### src/rtl/adf_pkg.sv
`timescale 1ns / 1ps

package adf_pkg;

    localparam int MAX_ENTRIES = 16;
    localparam int IDX_W       = (MAX_ENTRIES > 1) ? $clog2(MAX_ENTRIES) : 1;
    localparam int CNT_W       = $clog2(MAX_ENTRIES + 1);

    localparam int ADDR_W   = 64;
    localparam int FAMILY_W = 2;
    localparam int POS_W    = 4;
    localparam int KEPT_W   = 5;

    localparam int S_DATA_W = 2 * ADDR_W;
    localparam int S_USER_W = 1 + FAMILY_W;
    localparam int M_USER_W = 3;
    localparam int M_DATA_W = 16;
    localparam int M_PAD_W  = M_DATA_W - POS_W - KEPT_W;

    localparam logic [FAMILY_W-1:0] FAM_IPV4 = 2'd0;
    localparam logic [FAMILY_W-1:0] FAM_IPV6 = 2'd1;

    typedef enum logic [1:0] {
        VERDICT_KEPT        = 2'd0,
        VERDICT_DUPLICATE   = 2'd1,
        VERDICT_UNSUPPORTED = 2'd2,
        VERDICT_FULL        = 2'd3
    } verdict_t;

    typedef enum logic [1:0] {
        ST_IDLE,
        ST_SCAN,
        ST_EMIT
    } state_t;

    typedef struct packed {
        logic              is_v6;
        logic [ADDR_W-1:0] addr_high;
        logic [ADDR_W-1:0] addr_low;
    } entry_t;

endpackage

### src/rtl/adf_entry_ram.sv
`timescale 1ns / 1ps

module adf_entry_ram
    import adf_pkg::*;
(
    input  logic             aclk,
    input  logic             wr_en,
    input  logic [IDX_W-1:0] wr_addr,
    input  entry_t           wr_data,
    input  logic             rd_en,
    input  logic [IDX_W-1:0] rd_addr,
    output entry_t           rd_data
);

    entry_t mem_reg [MAX_ENTRIES];
    entry_t rd_data_reg;

    always_ff @(posedge aclk) begin
        if (wr_en) begin
            mem_reg[wr_addr] <= wr_data;
        end
    end

    always_ff @(posedge aclk) begin
        if (rd_en) begin
            rd_data_reg <= mem_reg[rd_addr];
        end
    end

    assign rd_data = rd_data_reg;

endmodule

### src/rtl/address_list_dedup_filter.sv
`timescale 1ns / 1ps
// duplicate filter for address lists
// input channel s_*: one request per address, tuser carries the start of list
// flag and the family, tdata the 128-bit address; start of list empties the table
// result channel m_*: one result per request, tuser carries keep and verdict,
// tdata the kept position and the number of entries held after the request
// the table lives in a single-port-read entry memory of MAX_ENTRIES rows; each
// request reads the held entries one per cycle and stops at the first match
// with no match a request reads every held entry, and each read entry is compared
// as it returns; then the verdict is decided and registered, and the result
// register loads; an unsupported family or an empty table skips the reads, and
// a match at entry i ends the scan there
// the next request is taken in the cycle after the result register loads
// s_tready is high only while no request is in work; one finished result may
// wait in the output register while the next request is taken in
// a stalled receiver holds the result and, once the next request has been
// worked through, holds s_tready low until the output register frees
// reset empties the table and drops any result still held

module address_list_dedup_filter
    import adf_pkg::*;
(
    input  logic                aclk,
    input  logic                aresetn,
    input  logic                s_tvalid,
    output logic                s_tready,
    input  logic [S_DATA_W-1:0] s_tdata,   // addr_high, addr_low
    input  logic [S_USER_W-1:0] s_tuser,   // start_of_list, family
    output logic                m_tvalid,
    input  logic                m_tready,
    output logic [M_DATA_W-1:0] m_tdata,   // position, kept_count, zero pad
    output logic [M_USER_W-1:0] m_tuser    // keep, verdict
);

    state_t            state_reg, state_next;
    logic [CNT_W-1:0]  count_reg, count_next;
    logic [CNT_W-1:0]  idx_reg, idx_next;
    logic              pend_reg, pend_next;
    logic              m_valid_reg, m_valid_next;

    logic              item_v6_reg;
    logic              item_unsup_reg;
    logic [ADDR_W-1:0] item_high_reg;
    logic [ADDR_W-1:0] item_low_reg;
    verdict_t          res_verdict_reg;
    logic [IDX_W-1:0]  res_pos_reg;
    logic [M_DATA_W-1:0] m_data_reg;
    logic [M_USER_W-1:0] m_user_reg;

    logic              accept;
    logic              rd_en;
    logic              wr_en;
    logic              decide;
    logic              out_load;
    logic              hit;
    logic              scan_end;
    logic              table_full;
    verdict_t          verdict_next;
    entry_t            rd_entry;
    entry_t            wr_entry;
    logic [FAMILY_W-1:0] s_family;

    assign s_family   = s_tuser[FAMILY_W:1];
    assign accept     = s_tvalid && s_tready;
    assign table_full = (count_reg >= CNT_W'(MAX_ENTRIES));
    assign scan_end   = (idx_reg == count_reg) && !pend_reg;

    assign hit = pend_reg && (rd_entry.is_v6 == item_v6_reg) &&
                 (item_v6_reg ? (rd_entry.addr_high == item_high_reg &&
                                 rd_entry.addr_low == item_low_reg)
                              : (rd_entry.addr_high[ADDR_W-1:32] ==
                                 item_high_reg[ADDR_W-1:32]));

    always_comb begin
        if (item_unsup_reg) begin
            verdict_next = VERDICT_UNSUPPORTED;
        end else if (hit) begin
            verdict_next = VERDICT_DUPLICATE;
        end else if (table_full) begin
            verdict_next = VERDICT_FULL;
        end else begin
            verdict_next = VERDICT_KEPT;
        end
    end

    // next state
    always_comb begin
        state_next = state_reg;
        unique case (state_reg)
            ST_IDLE: begin
                if (s_tvalid) begin
                    state_next = ST_SCAN;
                end
            end
            ST_SCAN: begin
                if (item_unsup_reg || hit || scan_end) begin
                    state_next = ST_EMIT;
                end
            end
            ST_EMIT: begin
                if (!m_valid_reg || m_tready) begin
                    state_next = ST_IDLE;
                end
            end
            default: state_next = ST_IDLE;
        endcase
    end

    // fsm outputs
    always_comb begin
        s_tready = 1'b0;
        rd_en    = 1'b0;
        decide   = 1'b0;
        out_load = 1'b0;
        unique case (state_reg)
            ST_IDLE: begin
                s_tready = 1'b1;
            end
            ST_SCAN: begin
                rd_en  = !item_unsup_reg && !hit && (idx_reg < count_reg);
                decide = item_unsup_reg || hit || scan_end;
            end
            ST_EMIT: begin
                out_load = !m_valid_reg || m_tready;
            end
            default: begin
                s_tready = 1'b0;
            end
        endcase
    end

    assign wr_en = decide && (verdict_next == VERDICT_KEPT);

    assign wr_entry.is_v6     = item_v6_reg;
    assign wr_entry.addr_high = item_v6_reg ? item_high_reg
                                            : {item_high_reg[ADDR_W-1:32], 32'b0};
    assign wr_entry.addr_low  = item_v6_reg ? item_low_reg : '0;

    adf_entry_ram u_entry_ram (
        .aclk    (aclk),
        .wr_en   (wr_en),
        .wr_addr (count_reg[IDX_W-1:0]),
        .wr_data (wr_entry),
        .rd_en   (rd_en),
        .rd_addr (idx_reg[IDX_W-1:0]),
        .rd_data (rd_entry)
    );

    always_comb begin
        count_next   = count_reg;
        idx_next     = idx_reg;
        pend_next    = rd_en;
        m_valid_next = m_valid_reg;
        if (accept) begin
            idx_next = '0;
            if (s_tuser[0]) begin
                count_next = '0;
            end
        end
        if (rd_en) begin
            idx_next = idx_reg + 1'b1;
        end
        if (wr_en) begin
            count_next = count_reg + 1'b1;
        end
        if (m_valid_reg && m_tready) begin
            m_valid_next = 1'b0;
        end
        if (out_load) begin
            m_valid_next = 1'b1;
        end
    end

    always_ff @(posedge aclk) begin
        if (!aresetn) begin
            state_reg   <= ST_IDLE;
            count_reg   <= '0;
            idx_reg     <= '0;
            pend_reg    <= 1'b0;
            m_valid_reg <= 1'b0;
        end else begin
            state_reg   <= state_next;
            count_reg   <= count_next;
            idx_reg     <= idx_next;
            pend_reg    <= pend_next;
            m_valid_reg <= m_valid_next;
        end
    end

    always_ff @(posedge aclk) begin
        if (accept) begin
            item_v6_reg    <= (s_family == FAM_IPV6);
            item_unsup_reg <= (s_family != FAM_IPV4) && (s_family != FAM_IPV6);
            item_high_reg  <= s_tdata[ADDR_W-1:0];
            item_low_reg   <= s_tdata[S_DATA_W-1:ADDR_W];
        end
        if (decide) begin
            res_verdict_reg <= verdict_next;
            res_pos_reg     <= (verdict_next == VERDICT_KEPT) ? count_reg[IDX_W-1:0] : '0;
        end
        if (out_load) begin
            m_user_reg <= {res_verdict_reg, (res_verdict_reg == VERDICT_KEPT)};
            m_data_reg <= {{M_PAD_W{1'b0}}, KEPT_W'(count_reg), POS_W'(res_pos_reg)};
        end
    end

    assign m_tvalid = m_valid_reg;
    assign m_tdata  = m_data_reg;
    assign m_tuser  = m_user_reg;

endmodule

### config.mk
export PLATFORM = sky130hd
export DESIGN_NAME = address_list_dedup_filter
export DESIGN_NICKNAME = d
export VERILOG_FILES = /design/src/rtl/adf_pkg.sv /design/src/rtl/adf_entry_ram.sv /design/src/rtl/address_list_dedup_filter.sv
export SDC_FILE = /design/constraint.sdc
export NUM_CORES = 2
export LEC_CHECK = 0
export ABC_AREA = 1
export BUFFER_PORTS_ARGS = -buffer_cell sky130_fd_sc_hd__buf_2
export CELL_PAD_IN_SITES_DETAIL_PLACEMENT = 1
export CELL_PAD_IN_SITES_GLOBAL_PLACEMENT = 1
export CORE_MARGIN = 8
export CORE_UTILIZATION = 35
export CTS_CLUSTER_SIZE = 28
export DETAILED_ROUTE_END_ITERATION = 8
export PLACE_DENSITY = 0.68
export SLEW_MARGIN = 15
export SYNTH_ARGS = -nofsm -noshare
export SYNTH_HDL_FRONTEND = slang
export SYNTH_SLANG_ARGS = --single-unit
### constraint.sdc
create_clock -name aclk -period 11.1 [get_ports aclk]
set_clock_uncertainty 0.1 [all_clocks]
set_input_delay 2.22 -clock aclk [delete_from_list [all_inputs] [get_ports aclk]]
set_output_delay 2.22 -clock aclk [all_outputs]
set_load 0.02 [all_outputs]
==> run_results.csv <==
group,metric,value,unit
critical_path,rr_startpoint,"item_high_reg[27]",
layout,instances_no_fill,10300,
worst_hold_path,min_path_type,"register to register",
cts,htree_levels,4,
drt,drt_iter0_markers,5830,
place,numPortBuffers,148,
critical_path,cp_data_arrival_time,6.28,ns
worst_hold_path,whs_endpoint,"m_tdata[0]",
cts,cts_num_sinks,2355,
grt,grt_use_met1,25.7,%
logic_synthesis,netlist.area_leader.share,76.9,%
power,pwr-share-seq,54.9,%
power,vdd_drop_max,0.000166,V
cts,numCtsBuffers,235,
grt,grt_max_degree,205,
grt,grtUsageMet3,2.86,%
die,initial_utilization,35.2,%
cts,insertion_delay,0.90,ns
logic_synthesis,ys_ff_latch,2355,
power,internal-power,14.2,mW
die,die_height,527,um
critical_path,cp-start-kind,"register",
timing,fin_crit_sh,53.4,%
logic_synthesis,yosys.area.top_type,"edfxtp_1",
power,power.net_switching,3.92,mW
cts,cts_hold_buf,0,
logic_synthesis,synthTopCellsByArea,"edfxtp_1 77%, o21ai_0 6.2%, nor2_1 5.2%",
timing,final_max_slew_viol_count,0,
status,status,"complete, no violations",
grt,grt_usage,19.3,%
grt,busiest_layer,"met2",
timing,period_needed,5.92,ns
grt,first_global_vias,60000,
logic_synthesis,synth_async_sr_flop_share,0,%
critical_path,endpoint_kind,"register",
die,ios,156,
timing,hold_viol,0,
place,dp_cells,9871,
logic_synthesis,synth_commonest_cells,"2341 x edfxtp_1, 1256 x nor2_1, 1134 x o21ai_0",
worst_hold_path,hold_start,"res_pos_reg[0]",
timing,fmax,0.169,GHz
critical_path,crit_fanout,48,
layout,layout-drive-gt1-share,8.95,%
logic_synthesis,synth_ff_type,"edfxtp_1",
power,powerDensity,175,nW/um^2
place,hpwl,145000,um
worst_hold_path,hold_depth,0,
drt,post_drt_wl_per_cell,26.9,um
cts,tritoncts,"built",
die,dieArea,278000,um^2
power,pwr-share-comb,2.6,%
die,coreArea,260000,um^2
drt,wirelength,278000,um
die,die_x,527,um
layout,fill_cells,26700,
logic_synthesis,avgSynthCellArea,13.7,um^2
critical_path,r2r_setup_slack,5.18,ns
timing,holdWs,0.330,ns
logic_synthesis,yosysWarnings,0,
logic_synthesis,synth_cells,6668,
layout,largest_register_ffs,2064,
place,globalplace.congestion,0.770,
cts,clockBufferDepth,3,
power,swShare,21.7,%
critical_path,rr_worst_depth,17,
cts,clock-root-buffer,"clkbuf_16",
logic_synthesis,yosysUniqueCellTypes,41,
timing,setup_viol,0,
flow_run,maxCapViolCount,0,
critical_path,critPathKind,"register to register",
drt,drt_pass1_iterations,5,
power,pwr-share-clk,42.5,%
logic_synthesis,yosysSeqAreaShare,77.2,%
grt,use_met2,32.7,%
critical_path,required,11.45,ns
logic_synthesis,syn-cell-area,91400,um^2
drt,post_drt_via_cell_ratio,5.57,
layout,syn_to_final_growth,12.9,%
grt,grt_overflow,0,
power,leakage,34.4,nW
drt,vias,57500,
critical_path,rr_endpoint,"u_entry_ram.mem_reg[5][108]",
layout,final_util,39.7,%
die,placementRows,187,
grt,antenna_found_initial,28,
logic_synthesis,synth-edff-count,2341,
grt,grt_first_pass_wirelength,406000,um
timing,worst_slew_pin_slew,1.21,ns
cts,post-cts-setup-buffer-count,0,
drt,drc_errors,0,
cts,path_clk_slew,0.06,ns
layout,final_net_count,6851,
timing,fin_setup_tns,0,ns
logic_synthesis,yosys.cell_count.top_type,"edfxtp_1",
timing,slew_headroom,19.5,%
drt,drtAntennaViolNets,0,
cts,cts_resized,0,
timing,grt_setup_unrepaired,"false",
-- critical path, cell delays in order, from the launching register on --
cell	delay, ns
edfxtp_1	0.43
nor2_1	0.11
nor2_1	0.08
nor2_1	0.69
nand2_1	0.13
nor2_1	0.15
nand2_1	0.23
nor2_1	0.17
nand3_1	0.19
nand2_1	0.12
nand2_2	0.16
nand3_2	0.16
nand2_4	0.09
nor2_8	0.21
nand2_4	0.13
nor2_4	0.70
buf_4	0.63
buf_4	0.88
-- area by class of cell --
| type | instances | area (um^2) | area share, % |
|---|---|---|---|
| Antenna cell | 9 | 22.5 | 0.0218 |
| Clock buffer | 288 | 6080 | 5.89 |
| Clock inverter | 149 | 1340 | 1.30 |
| Inverter | 246 | 966 | 0.937 |
| Multi-Input combinational cell | 3627 | 18200 | 17.7 |
| Sequential cell | 2355 | 70600 | 68.4 |
| Tap cell | 3402 | 4260 | 4.13 |
| Timing Repair Buffer | 241 | 1640 | 1.59 |
-- kinds of logic after synthesis --
family	share of synthesized area (%)
xor+xnor	0.441
mux	0.131
compound gates	11.7
fa+ha+maj	0.137
other cells	0.00410
flops	77.2
buf+inv	2.97
simple gates	7.35
-- placed cells by master, fill, tap and decap left out, types with 7 or more instances in the layout --
cell type / netlist / routed
dfxtp_1: 14 / 10
clkinv_16: 0 / 8
buf_12: 0 / 16
o22ai_1: 299 / 299
nand3_1: 63 / 63
bufinv_16: 0 / 12
clkbuf_16: 0 / 235
o221ai_1: 256 / 256
xnor2_1: 10 / 10
diode_2: 0 / 9
buf_4: 10 / 77
edfxtp_1: 2341 / 2341
conb_1: 1 / 7
nor2_1: 1256 / 1240
clkbuf_1: 363 / 53
nor2_4: 0 / 16
clkinvlp_4: 0 / 11
o211ai_1: 99 / 99
inv_1: 242 / 239
o32ai_1: 7 / 7
clkinv_4: 0 / 8
o21ai_0: 1134 / 1134
ha_1: 10 / 10
mux2i_1: 12 / 12
clkinv_2: 0 / 49
xor2_1: 36 / 36
nand2_1: 391 / 391
clkinv_1: 2 / 52
buf_2: 59 / 148
a21oi_1: 10 / 10
-- power by group through the flow --
stage / Sequential [mW] / Clock (mW) / Combinational, mW
final: 9.94 / 7.69 / 0.464
after detailed placement: 10.1 / 0 / 0.466
after global routing: 9.95 / 8.12 / 0.502
after CTS: 9.94 / 7.81 / 0.469
after global placement: 10.1 / 0 / 0.451
after floorplan: 10.1 / 0 / 0.231
-- how the worst max path moves through the flow --
stage | slack [ns] | endpoint | start
after floorplan | 3.05 | u_entry_ram.mem_reg[0][0] | idx_reg[0]
after global placement | 5.30 | u_entry_ram.mem_reg[5][108] | item_high_reg[20]
after detailed placement | 5.23 | u_entry_ram.mem_reg[7][63] | item_low_reg[5]
after CTS | 5.11 | u_entry_ram.mem_reg[5][100] | item_high_reg[27]
after global routing | 4.80 | u_entry_ram.mem_reg[5][100] | item_high_reg[40]
final | 5.18 | u_entry_ram.mem_reg[5][108] | item_high_reg[27]
-- per-layer routing --
| layer | routed length (um) | share of wire, % | vias to the layer above |
|---|---|---|---|
| met2 | 136000 | 49 | 1862 |
| met5 | 37 | 0.013 | - |
| met3 | 15900 | 5.7 | 431 |
| li1 | - | - | 24900 |
| met4 | 7860 | 2.8 | 6 |
| met1 | 119000 | 43 | 30300 |
-- through the flow --
stage | power [mW] | worst slack, ns | instance area (um^2)
6_report | 18.1 | 5.18 | 103000
5_1_grt | 18.6 | 4.80 | 103000
4_1_cts | 18.2 | 5.11 | 103000
3_5_place_dp | 10.6 | 5.23 | 95700
2_1_floorplan | 10.4 | 3.05 | 91400
3_3_place_gp | 10.6 | 5.30 | 95700
(Power assumes the default switching activity.)
